==> config.mk <==
export PLATFORM = sky130hd
export DESIGN_NAME = first_fit_line_allocator
export DESIGN_NICKNAME = d
export VERILOG_FILES = /design/src/design/ffla_pkg.sv /design/src/design/ffla_cell.sv /design/src/design/first_fit_line_allocator.sv
export VERILOG_INCLUDE_DIRS = /design/src /design/src/design
export SDC_FILE = /design/constraint.sdc
export NUM_CORES = 2
export LEC_CHECK = 0
export BUFFER_PORTS_ARGS = -buffer_cell sky130_fd_sc_hd__buf_2
export CAP_MARGIN = 20
export CORE_MARGIN = 5
export CORE_UTILIZATION = 23
export CTS_CLUSTER_SIZE = 14
export DETAILED_ROUTE_END_ITERATION = 8
export HOLD_SLACK_MARGIN = 0.08
export SLEW_MARGIN = 10
export SYNTH_ARGS = -nofsm -noshare
export SYNTH_HDL_FRONTEND = slang
export SYNTH_SLANG_ARGS = --single-unit
==> constraint.sdc <==
create_clock -name i_clk -period 59.9 [get_ports i_clk]
set_clock_uncertainty 0.1 [all_clocks]
set_input_delay 17.97 -clock i_clk [delete_from_list [all_inputs] [get_ports i_clk]]
set_output_delay 17.97 -clock i_clk [all_outputs]
set_load 0.01 [all_outputs]
==> src/design/first_fit_line_allocator_defines.svh <==
// Assertion macros for the first-fit line allocator.
`ifndef FIRST_FIT_LINE_ALLOCATOR_DEFINES_SVH
`define FIRST_FIT_LINE_ALLOCATOR_DEFINES_SVH

// Checked on every rising edge, quiet while reset is asserted.
`define FFLA_ASSERT(lbl, clk, rst_n, prop, msg) \
    lbl: assert property (@(posedge clk) disable iff (!rst_n) (prop)) else $error(msg);

// Checked on every rising edge, reset included.
`define FFLA_ASSERT_ALWAYS(lbl, clk, prop, msg) \
    lbl: assert property (@(posedge clk) (prop)) else $error(msg);

`endif

==> src/design/ffla_pkg.sv <==
// Types and codes shared by the first-fit line allocator.
`timescale 1ns / 1ps
package ffla_pkg;

    typedef enum logic [2:0] {
        ST_IDLE,
        ST_SCAN,
        ST_DECIDE,
        ST_WRITE,
        ST_FIN
    } t_state;

    typedef enum logic [2:0] {
        STATUS_OK     = 3'd0,
        STATUS_NOFIT  = 3'd1,
        STATUS_RANGE  = 3'd2,
        STATUS_TOOBIG = 3'd3,
        STATUS_FULL   = 3'd4
    } t_status;

    typedef enum logic [1:0] {
        MODE_NONE,
        MODE_DROP,
        MODE_INS
    } t_mode;

    localparam logic [1:0] OP_ALLOC  = 2'd0;
    localparam logic [1:0] OP_FREE   = 2'd1;
    localparam logic [1:0] OP_REINIT = 2'd2;

    typedef struct packed {
        logic shift;
    } t_ring_ctrl;

endpackage

==> src/design/ffla_cell.sv <==
// One extent slot of the ring: holds start and length, takes its neighbour's on a shift.
`timescale 1ns / 1ps
module ffla_cell #(
    parameter int WIDTH = 42
) (
    input  logic                  i_clk,
    input  ffla_pkg::t_ring_ctrl  i_ctrl,
    input  logic [WIDTH-1:0]      i_d,
    output logic [WIDTH-1:0]      o_q
);
    import ffla_pkg::*;

    logic [WIDTH-1:0] r_q;

    always_ff @(posedge i_clk) begin
        if (i_ctrl.shift) begin
            r_q <= i_d;
        end
    end

    assign o_q = r_q;

endmodule

==> src/design/first_fit_line_allocator.sv <==
// Top level of the first-fit line allocator: request control and the extent ring.
`timescale 1ns / 1ps
`include "first_fit_line_allocator_defines.svh"
// Free extents sit in a ring of MAX_EXTENTS cells kept in start order, read at its head
// (a drop also reads the next cell). Allocate and free requests take one full rotation
// to search, a decision state, and when the table changes a second rotation that
// rewrites it while dropping, merging or inserting on the fly; the request is taken in
// the idle state and the result loaded in the final state. Reinitialise skips the
// search; a request that leaves the table unchanged (no fit, zero count, a failed free
// check, table full) skips the rewrite; operation three goes from the decision straight
// to the final state. One request is in work at a time; a new one is taken while the
// last result still waits in the output register. No clearing pass follows reset.
module first_fit_line_allocator #(
    parameter int LINE_COUNT  = 1048576,
    parameter int MAX_EXTENTS = 64
) (
    input  logic        i_clk,
    input  logic        i_rst_n,
    input  logic        i_cfg_we,
    input  logic [19:0] i_cfg_data,
    input  logic        i_valid,
    output logic        o_stall,
    input  logic [1:0]  i_operation,
    input  logic [19:0] i_start_line,
    input  logic [20:0] i_line_count,
    output logic        o_valid,
    input  logic        i_stall,
    output logic [2:0]  o_status,
    output logic [19:0] o_alloc_start,
    output logic [20:0] o_free_total
);
    import ffla_pkg::*;

    localparam int LENW = $clog2(LINE_COUNT + 1);
    localparam int W    = (LENW > 21) ? LENW : 21;
    localparam int CW   = W + 2;
    localparam int IW   = $clog2(MAX_EXTENTS);
    localparam int UW   = IW + 1;
    localparam logic [CW-1:0] LC   = CW'(LINE_COUNT);
    localparam logic [UW-1:0] MAXU = UW'(MAX_EXTENTS);
    localparam logic [UW-1:0] LAST = UW'(MAX_EXTENTS - 1);

    // ring
    t_ring_ctrl       w_ctrl;
    logic [2*W-1:0]   w_q [MAX_EXTENTS];
    logic [2*W-1:0]   w_tail;

    genvar k;
    generate
        for (k = 0; k < MAX_EXTENTS; k++) begin : g_cell
            logic [2*W-1:0] w_d;
            if (k == MAX_EXTENTS - 1) begin : g_last
                assign w_d = w_tail;
            end else begin : g_mid
                assign w_d = w_q[k+1];
            end
            ffla_cell #(.WIDTH(2*W)) u_cell (
                .i_clk  (i_clk),
                .i_ctrl (w_ctrl),
                .i_d    (w_d),
                .o_q    (w_q[k])
            );
        end
    endgenerate

    // control registers
    t_state       r_state, n_state;
    logic [UW-1:0] r_t, n_t;
    logic [UW-1:0] r_used, n_used;
    logic [W-1:0]  r_total, n_total;
    logic [19:0]   r_base, n_base;
    logic          r_out_valid, n_out_valid;

    // request and working payload
    logic [1:0]   r_op, n_op;
    logic [19:0]  r_start, n_start;
    logic [20:0]  r_count, n_count;
    logic         r_found, n_found;
    logic [UW-1:0] r_fidx, n_fidx;
    logic [W-1:0] r_fs, n_fs, r_fl, n_fl;
    logic         r_hasl, n_hasl;
    logic [UW-1:0] r_lidx, n_lidx;
    logic [W-1:0] r_ls, n_ls, r_ll, n_ll;
    logic         r_hasr, n_hasr;
    logic [UW-1:0] r_ridx, n_ridx;
    logic [W-1:0] r_rl, n_rl;
    logic         r_posf, n_posf;
    logic [UW-1:0] r_pidx, n_pidx;
    t_mode        r_mode, n_mode;
    logic [UW-1:0] r_didx, n_didx;
    logic [W-1:0] r_new_s, n_new_s, r_new_l, n_new_l;
    logic         r_mod_en, n_mod_en;
    logic [UW-1:0] r_midx, n_midx;
    logic [W-1:0] r_mod_s, n_mod_s, r_mod_l, n_mod_l;
    logic [2*W-1:0] r_prev;
    t_status      r_res_status, n_res_status;
    logic [W-1:0] r_res_grant, n_res_grant;
    logic [2:0]   r_o_status, n_o_status;
    logic [19:0]  r_o_grant, n_o_grant;
    logic [20:0]  r_o_total, n_o_total;

    // head of ring, widened for compares
    logic [CW-1:0] w_hs, w_hl, w_he, w_rs, w_rc, w_rend, w_base, w_room;
    logic          w_hvalid;

    assign w_hs     = CW'(w_q[0][2*W-1:W]);
    assign w_hl     = CW'(w_q[0][W-1:0]);
    assign w_he     = w_hs + w_hl;
    assign w_rs     = CW'(r_start);
    assign w_rc     = CW'(r_count);
    assign w_rend   = w_rs + w_rc;
    assign w_base   = CW'(r_base);
    assign w_room   = (w_base < LC) ? (LC - w_base) : '0;
    assign w_hvalid = r_t < r_used;

    assign w_ctrl.shift = (r_state == ST_SCAN) || (r_state == ST_WRITE);

    // rewrite stream: drop looks one cell ahead, insert replays the previous head
    always_comb begin
        logic [2*W-1:0] v_src;
        logic [UW-1:0]  v_oidx;
        logic           v_ins;
        v_src  = w_q[0];
        v_oidx = r_t;
        v_ins  = 1'b0;
        if (r_state == ST_WRITE) begin
            unique case (r_mode)
                MODE_DROP: begin
                    if (r_t >= r_didx) begin
                        v_src  = w_q[1];
                        v_oidx = r_t + UW'(1);
                    end
                end
                MODE_INS: begin
                    if (r_t == r_pidx) begin
                        v_src = {r_new_s, r_new_l};
                        v_ins = 1'b1;
                    end else if (r_t > r_pidx) begin
                        v_src  = r_prev;
                        v_oidx = r_t - UW'(1);
                    end
                end
                default: ;
            endcase
            if (r_mod_en && !v_ins && v_oidx == r_midx) begin
                v_src = {r_mod_s, r_mod_l};
            end
        end
        w_tail = v_src;
    end

    always_comb begin
        n_state      = r_state;
        n_t          = r_t;
        n_used       = r_used;
        n_total      = r_total;
        n_base       = i_cfg_we ? i_cfg_data : r_base;
        n_out_valid  = r_out_valid && i_stall;
        n_op         = r_op;
        n_start      = r_start;
        n_count      = r_count;
        n_found      = r_found;
        n_fidx       = r_fidx;
        n_fs         = r_fs;
        n_fl         = r_fl;
        n_hasl       = r_hasl;
        n_lidx       = r_lidx;
        n_ls         = r_ls;
        n_ll         = r_ll;
        n_hasr       = r_hasr;
        n_ridx       = r_ridx;
        n_rl         = r_rl;
        n_posf       = r_posf;
        n_pidx       = r_pidx;
        n_mode       = r_mode;
        n_didx       = r_didx;
        n_new_s      = r_new_s;
        n_new_l      = r_new_l;
        n_mod_en     = r_mod_en;
        n_midx       = r_midx;
        n_mod_s      = r_mod_s;
        n_mod_l      = r_mod_l;
        n_res_status = r_res_status;
        n_res_grant  = r_res_grant;
        n_o_status   = r_o_status;
        n_o_grant    = r_o_grant;
        n_o_total    = r_o_total;

        unique case (r_state)
            ST_IDLE: begin
                if (i_valid) begin
                    n_op     = i_operation;
                    n_start  = i_start_line;
                    n_count  = i_line_count;
                    n_t      = '0;
                    n_found  = 1'b0;
                    n_hasl   = 1'b0;
                    n_hasr   = 1'b0;
                    n_posf   = 1'b0;
                    n_pidx   = r_used;
                    n_mode   = MODE_NONE;
                    n_mod_en = 1'b0;
                    n_res_grant = '0;
                    if (i_operation == OP_ALLOC || i_operation == OP_FREE) begin
                        n_state = ST_SCAN;
                    end else begin
                        n_state = ST_DECIDE;
                    end
                end
            end
            ST_SCAN: begin
                if (w_hvalid) begin
                    if (!r_found && w_rc <= w_hl) begin
                        n_found = 1'b1;
                        n_fidx  = r_t;
                        n_fs    = w_q[0][2*W-1:W];
                        n_fl    = w_q[0][W-1:0];
                    end
                    if (!r_hasl && w_he == w_rs) begin
                        n_hasl = 1'b1;
                        n_lidx = r_t;
                        n_ls   = w_q[0][2*W-1:W];
                        n_ll   = w_q[0][W-1:0];
                    end
                    if (!r_hasr && w_hs == w_rend) begin
                        n_hasr = 1'b1;
                        n_ridx = r_t;
                        n_rl   = w_q[0][W-1:0];
                    end
                    if (!r_posf && w_hs >= w_rs) begin
                        n_posf = 1'b1;
                        n_pidx = r_t;
                    end
                end
                if (r_t == LAST) begin
                    n_t     = '0;
                    n_state = ST_DECIDE;
                end else begin
                    n_t = r_t + UW'(1);
                end
            end
            ST_DECIDE: begin
                n_res_status = STATUS_OK;
                n_state      = ST_FIN;
                unique case (r_op)
                    OP_ALLOC: begin
                        if (!r_found) begin
                            n_res_status = STATUS_NOFIT;
                        end else begin
                            n_res_grant = r_fs;
                            if (r_count != '0) begin
                                n_mod_en = 1'b1;
                                n_midx   = r_fidx;
                                n_mod_s  = W'(CW'(r_fs) + w_rc);
                                n_mod_l  = W'(CW'(r_fl) - w_rc);
                                if (CW'(r_fl) == w_rc) begin
                                    n_mode = MODE_DROP;
                                    n_didx = r_fidx;
                                    n_used = r_used - UW'(1);
                                end
                                n_total = (CW'(r_total) >= w_rc) ?
                                          W'(CW'(r_total) - w_rc) : '0;
                                n_state = ST_WRITE;
                            end
                        end
                    end
                    OP_FREE: begin
                        if (r_count == '0) begin
                            n_res_status = STATUS_OK;
                        end else if (w_rs < w_base || w_rs >= LC) begin
                            n_res_status = STATUS_RANGE;
                        end else if (w_rend > LC || w_rc + CW'(r_total) > w_room) begin
                            n_res_status = STATUS_TOOBIG;
                        end else if (!r_hasl && !r_hasr && r_used >= MAXU) begin
                            n_res_status = STATUS_FULL;
                        end else begin
                            n_total = W'(CW'(r_total) + w_rc);
                            n_state = ST_WRITE;
                            if (r_hasl && r_hasr && r_lidx != r_ridx) begin
                                // both neighbours touch: fold right into left
                                n_mod_en = 1'b1;
                                n_midx   = r_lidx;
                                n_mod_s  = r_ls;
                                n_mod_l  = W'(CW'(r_ll) + w_rc + CW'(r_rl));
                                n_mode   = MODE_DROP;
                                n_didx   = r_ridx;
                                n_used   = r_used - UW'(1);
                            end else if (r_hasl) begin
                                n_mod_en = 1'b1;
                                n_midx   = r_lidx;
                                n_mod_s  = r_ls;
                                n_mod_l  = W'(CW'(r_ll) + w_rc);
                            end else if (r_hasr) begin
                                n_mod_en = 1'b1;
                                n_midx   = r_ridx;
                                n_mod_s  = W'(r_start);
                                n_mod_l  = W'(CW'(r_rl) + w_rc);
                            end else begin
                                n_mode  = MODE_INS;
                                n_new_s = W'(r_start);
                                n_new_l = W'(r_count);
                                n_used  = r_used + UW'(1);
                            end
                        end
                    end
                    OP_REINIT: begin
                        n_used  = '0;
                        n_total = '0;
                        if (w_base >= LC) begin
                            n_res_status = STATUS_RANGE;
                        end else begin
                            n_mode  = MODE_INS;
                            n_pidx  = '0;
                            n_new_s = W'(r_base);
                            n_new_l = W'(LC - w_base);
                            n_used  = UW'(1);
                            n_total = W'(LC - w_base);
                            n_state = ST_WRITE;
                        end
                    end
                    default: ;
                endcase
            end
            ST_WRITE: begin
                if (r_t == LAST) begin
                    n_t     = '0;
                    n_state = ST_FIN;
                end else begin
                    n_t = r_t + UW'(1);
                end
            end
            ST_FIN: begin
                if (!r_out_valid || !i_stall) begin
                    n_out_valid = 1'b1;
                    n_o_status  = r_res_status;
                    n_o_grant   = r_res_grant[19:0];
                    n_o_total   = r_total[20:0];
                    n_state     = ST_IDLE;
                end
            end
            default: n_state = ST_IDLE;
        endcase
    end

    always_ff @(posedge i_clk) begin
        if (!i_rst_n) begin
            r_state     <= ST_IDLE;
            r_t         <= '0;
            r_used      <= '0;
            r_total     <= '0;
            r_base      <= '0;
            r_out_valid <= 1'b0;
        end else begin
            r_state     <= n_state;
            r_t         <= n_t;
            r_used      <= n_used;
            r_total     <= n_total;
            r_base      <= n_base;
            r_out_valid <= n_out_valid;
        end
    end

    always_ff @(posedge i_clk) begin
        r_op         <= n_op;
        r_start      <= n_start;
        r_count      <= n_count;
        r_found      <= n_found;
        r_fidx       <= n_fidx;
        r_fs         <= n_fs;
        r_fl         <= n_fl;
        r_hasl       <= n_hasl;
        r_lidx       <= n_lidx;
        r_ls         <= n_ls;
        r_ll         <= n_ll;
        r_hasr       <= n_hasr;
        r_ridx       <= n_ridx;
        r_rl         <= n_rl;
        r_posf       <= n_posf;
        r_pidx       <= n_pidx;
        r_mode       <= n_mode;
        r_didx       <= n_didx;
        r_new_s      <= n_new_s;
        r_new_l      <= n_new_l;
        r_mod_en     <= n_mod_en;
        r_midx       <= n_midx;
        r_mod_s      <= n_mod_s;
        r_mod_l      <= n_mod_l;
        r_prev       <= w_q[0];
        r_res_status <= n_res_status;
        r_res_grant  <= n_res_grant;
        r_o_status   <= n_o_status;
        r_o_grant    <= n_o_grant;
        r_o_total    <= n_o_total;
    end

    assign o_stall       = (r_state != ST_IDLE);
    assign o_valid       = r_out_valid;
    assign o_status      = r_o_status;
    assign o_alloc_start = r_o_grant;
    assign o_free_total  = r_o_total;

    `FFLA_ASSERT(a_used_bound, i_clk, i_rst_n, r_used <= MAXU, "extent count above table size")
    `FFLA_ASSERT(a_total_bound, i_clk, i_rst_n, CW'(r_total) <= LC, "free total above line count")
    `FFLA_ASSERT(a_busy_after_take, i_clk, i_rst_n, (i_valid && !o_stall) |=> o_stall, "request taken but block not busy")
    `FFLA_ASSERT(a_out_hold, i_clk, i_rst_n, (r_state == ST_FIN && r_out_valid && i_stall) |=> (r_state == ST_FIN), "result loaded over a stalled transfer")

endmodule
==> summary.md <==
| Metric | Value |
|---|---|
| Final WL | roughly 250,000 um |
| Yosys warns | 0 |
| Met1 WL | approximately 110,000 um |
| Final setup fails | 0 |
| H-tree depth | 5 |
| WP data arrival | roughly 2.1 ns |
| Slew margin rel. | a little over an eighth |
| Mapped Nets | 6,387 |
| Main synth FF type | edfxtp_1 |
| Avg WL per Cell | 19.02 um |
| Worst VDD drop | 33.32 uV |
| CTS Sinks | approximately 3,100 |
| ANT nets after route | 0 |
| Top Ports | between 100 and 150 |
| Distinct cells, synth | 81 |
| Syn Area/Cell | around 19 um^2 |
| Via/cell ratio | 4.131 |
| Hold crit path type | reg2reg |
| Highest metal layer with signal wires | met5 |
| Die ar. | approximately 500,000 um^2 |
| Clock root buffer master | clkbuf_16 |
| Post-route DRC | 0 |
| CP bufs+invs | 3 |
| CP peak stage delay | around 0.3 ns |
| Synth Cell Area | 112,200 um^2 |
| Area growth, synth to finish | 17.31% |
| Largest net degree at the start of global routing | between 200 and 250 |
| Core Box Area | 486,200 um^2 |
| Slew Limit Fails | 0 |
| Share of layout cells above drive strength 1 | 11.19% |
| Setup slack at placement | roughly 40 ns |
| Gates resized, CTS repair | 0 |
| Slew at the pin closest to its max-slew limit | 1.300 ns |
| First-pass GRT wire length | 361,900 um |
| WL met3 | ~18,000 um |
| Crit path kind | reg2out |
| Final setup margin | 39.74 ns |
| Cell Pwr Density | 44.58 nW/um^2 |
| Final TNS setup | 0 ns |
| Starting DRC count in detailed routing | 5,794 |
| Lkg Pwr | between 40 and 50 nW |
| CTS clk-pin slew, worst paths | about 0.060 ns |
| FFs w/ async S/R, synth | 0% |
| Most area-hungry cell type in the Yosys netlist | edfxtp_1 |
| Setup crit start kind | register |
| Final hold vios | 0 |
| Clk buf depth | 4 |
| Detailed Place HPWL | ~150,000 um |
| CTS tree | built |
| All-Layer GR Usage | a little under a tenth |
| Gr ovfl total | 0 |
| Die H | roughly 710 um |
| Crit-path slowest cell | dfxtp_1 |
| Ranking of synthesized cells by area | edfxtp_1 (81%), ha_1 (3.3%), dfxtp_1 (1.8%) |
| Sequential share of the synthesized area | 83.02% |
| Top cell type's share of synthesized area | 81.22% |
| GPL Wtd Cong | 0.8878 |
| Final worst-path cycle share | 33.65% |
| Port Buffers | 113 |
| Site Rows | between 200 and 300 |
| Die width | around 710 um |
| Initial antenna violation count | 32 |
| Starting Density | a little under a quarter |
| Max Fclk | ~0.050 GHz |
| Cts-stage hold buffer count | 0 |
| CP endpoint kind | output pin |
| Gate Count Post-Synth | 6,014 |
| CP Max Fanout | 28 |
| Family with the most delay on the worst path | buffers and inverters |
| Vias in the first global route | approximately 54,000 |
| Met2 wire length | about 110,000 um |
| Worst path cell trace | buf_4 > nor3_1 > inv_1 > buf_2 |
| Min cycle time layout | 20.16 ns |
| Maxcap violations | 0 |
| Clock buffer count from CTS | between 300 and 400 |
| Status | finished, final reports clean |
| TritonRoute pass-1 iters | 6 |
| Unrepaired setup endpoints after global routing | no |
| Post-synth EDFFs | between 3,000 and 4,000 |
| Routed vias | around 54,000 |
| Post-CTS Setup Bufs | 0 |
| Nets | about 6,800 |
| Critical Path RT | approximately 42 ns |
| Clock latency on the worst-skew pair | around 0.95 ns |
| Synth Register Bits | roughly 3,100 |
| FILL cells | between 40,000 and 50,000 |
-- worst paths after layout --
kind	startpoint	end	slack, ns	depth (start not counted)
hold reg to reg	g_cell[50].u_cell.o_q[28]$_DFFE_PP_	g_cell[49].u_cell.o_q[28]$_DFFE_PP_	0.23	0
setup / recovery	r_state[1]$_SDFFE_PN0P_	o_stall	39.74	4
setup reg to reg	r_count[2]$_DFFE_PP_	r_mod_s[17]$_DFFE_PP_	51.48	23
hold / removal	g_cell[50].u_cell.o_q[28]$_DFFE_PP_	g_cell[49].u_cell.o_q[28]$_DFFE_PP_	0.23	0
-- cell type report --
| type | count | area (um^2) | share of cell area (%) |
|---|---|---|---|
| inverters | 187 | 705.7 | 0.5361 |
| well taps | 6450 | 8070 | 6.131 |
| diodes | 5 | 12.51 | 0.009505 |
| clock inverters | 190 | 1812 | 1.376 |
| repair buffers | 235 | 1637 | 1.243 |
| multi-input cells | 2539 | 17880 | 13.58 |
| clock buffers | 389 | 8361 | 6.351 |
| flip-flops and latches | 3136 | 93160 | 70.77 |
-- Yosys cell counts, drive strengths merged, types with 24 or more instances --
library cell and count:
nand2 315, dfxtp 101, a22oi 50, inv 186
clkbuf 131, xnor2 152, nor2 208, a21o 80
and3 51, nor3 48, a311oi 45, o21a 37
nor2b 56, nand4 35, nand3 58, o211ai 39
edfxtp 3035, mux2i 97, nor4 25, o21ai 262
or3 24, a21oi 245, ha 296, nand2b 32
xor2 69, o211a 27
-- cells in the final DEF (no fill, tap or decap), types with 19 or more instances in the layout --
| cell | count |
|---|---|
| a211oi_1 | 19 |
| a21o_1 | 79 |
| a21oi_1 | 244 |
| a22oi_1 | 50 |
| a311oi_1 | 44 |
| and3_1 | 50 |
| buf_2 | 115 |
| buf_4 | 108 |
| clkbuf_1 | 63 |
| clkbuf_16 | 323 |
| clkinv_1 | 68 |
| clkinv_2 | 55 |
| dfxtp_1 | 101 |
| edfxtp_1 | 3035 |
| ha_1 | 294 |
| inv_1 | 182 |
| mux2i_1 | 97 |
| nand2_1 | 314 |
| nand2b_1 | 32 |
| nand3_1 | 58 |
| nand4_1 | 35 |
| nor2_1 | 203 |
| nor2b_1 | 56 |
| nor3_1 | 48 |
| nor4_1 | 23 |
| o211a_1 | 27 |
| o211ai_1 | 39 |
| o21a_1 | 36 |
| o21ai_0 | 250 |
| or3_1 | 24 |
| xnor2_1 | 152 |
| xor2_1 | 69 |
-- routing by layer --
| metal | track usage [%] | vias to the layer above |
|---|---|---|
| met5 | 0 | - |
| met4 | 3.753 | 2 |
| met3 | 1.935 | 538 |
| met2 | 14.20 | 1963 |
| met1 | 13.57 | 27510 |
| li1 | - | 24240 |
-- through the flow --
stage               util (%)  hold WS [ns]  area, um^2  cells  total power [mW]
floorplan                  -        0.3003      112200   6014             4.309
global placement       24.94        0.3001      121300  12540             3.963
detailed placement     24.95        0.3045      121300  12540             3.984
CTS                    27.04        0.2210      131500  13120             5.941
global route           27.07        0.2250      131600  13130             6.139
finish                 27.07        0.2271      131600  13130             5.869
-- registers in the layout (all words and copies together) (netlist names), 20 cells and up --
name and cells:
r_new_s 20, r_start 20, r_res_grant 20, o_free_total 21
r_ls 21, r_count 21, r_fl 21, r_rl 21
g_cell.u_cell.o_q 2688, r_prev 42, r_base 20, r_fs 21
o_alloc_start 20, r_mod_s 21, r_ll 21, r_mod_l 21
r_total 21, r_new_l 21
-- power breakdown --
group / switching [mW] / internal (mW) / total (mW)
registers: 0.142 / 2.93 / 3.07
clock network: 0.833 / 1.08 / 1.92
logic: 0.636 / 0.245 / 0.882
total: 1.61 / 4.26 / 5.87
-- cells by family after synthesis --
| kind of cell | Yosys count | synth area share [%] |
|---|---|---|
| flip-flops | 3136 | 83.02 |
| multiplexers | 110 | 0.9957 |
| AND/OR/NAND/NOR | 918 | 3.904 |
| buffers and inverters | 339 | 1.144 |
| XOR/XNOR | 221 | 1.725 |
| adder cells (fa/ha/maj) | 305 | 3.461 |
| AO/OA/AOI/OAI | 985 | 5.750 |
Power figures use the tool's default switching activity.
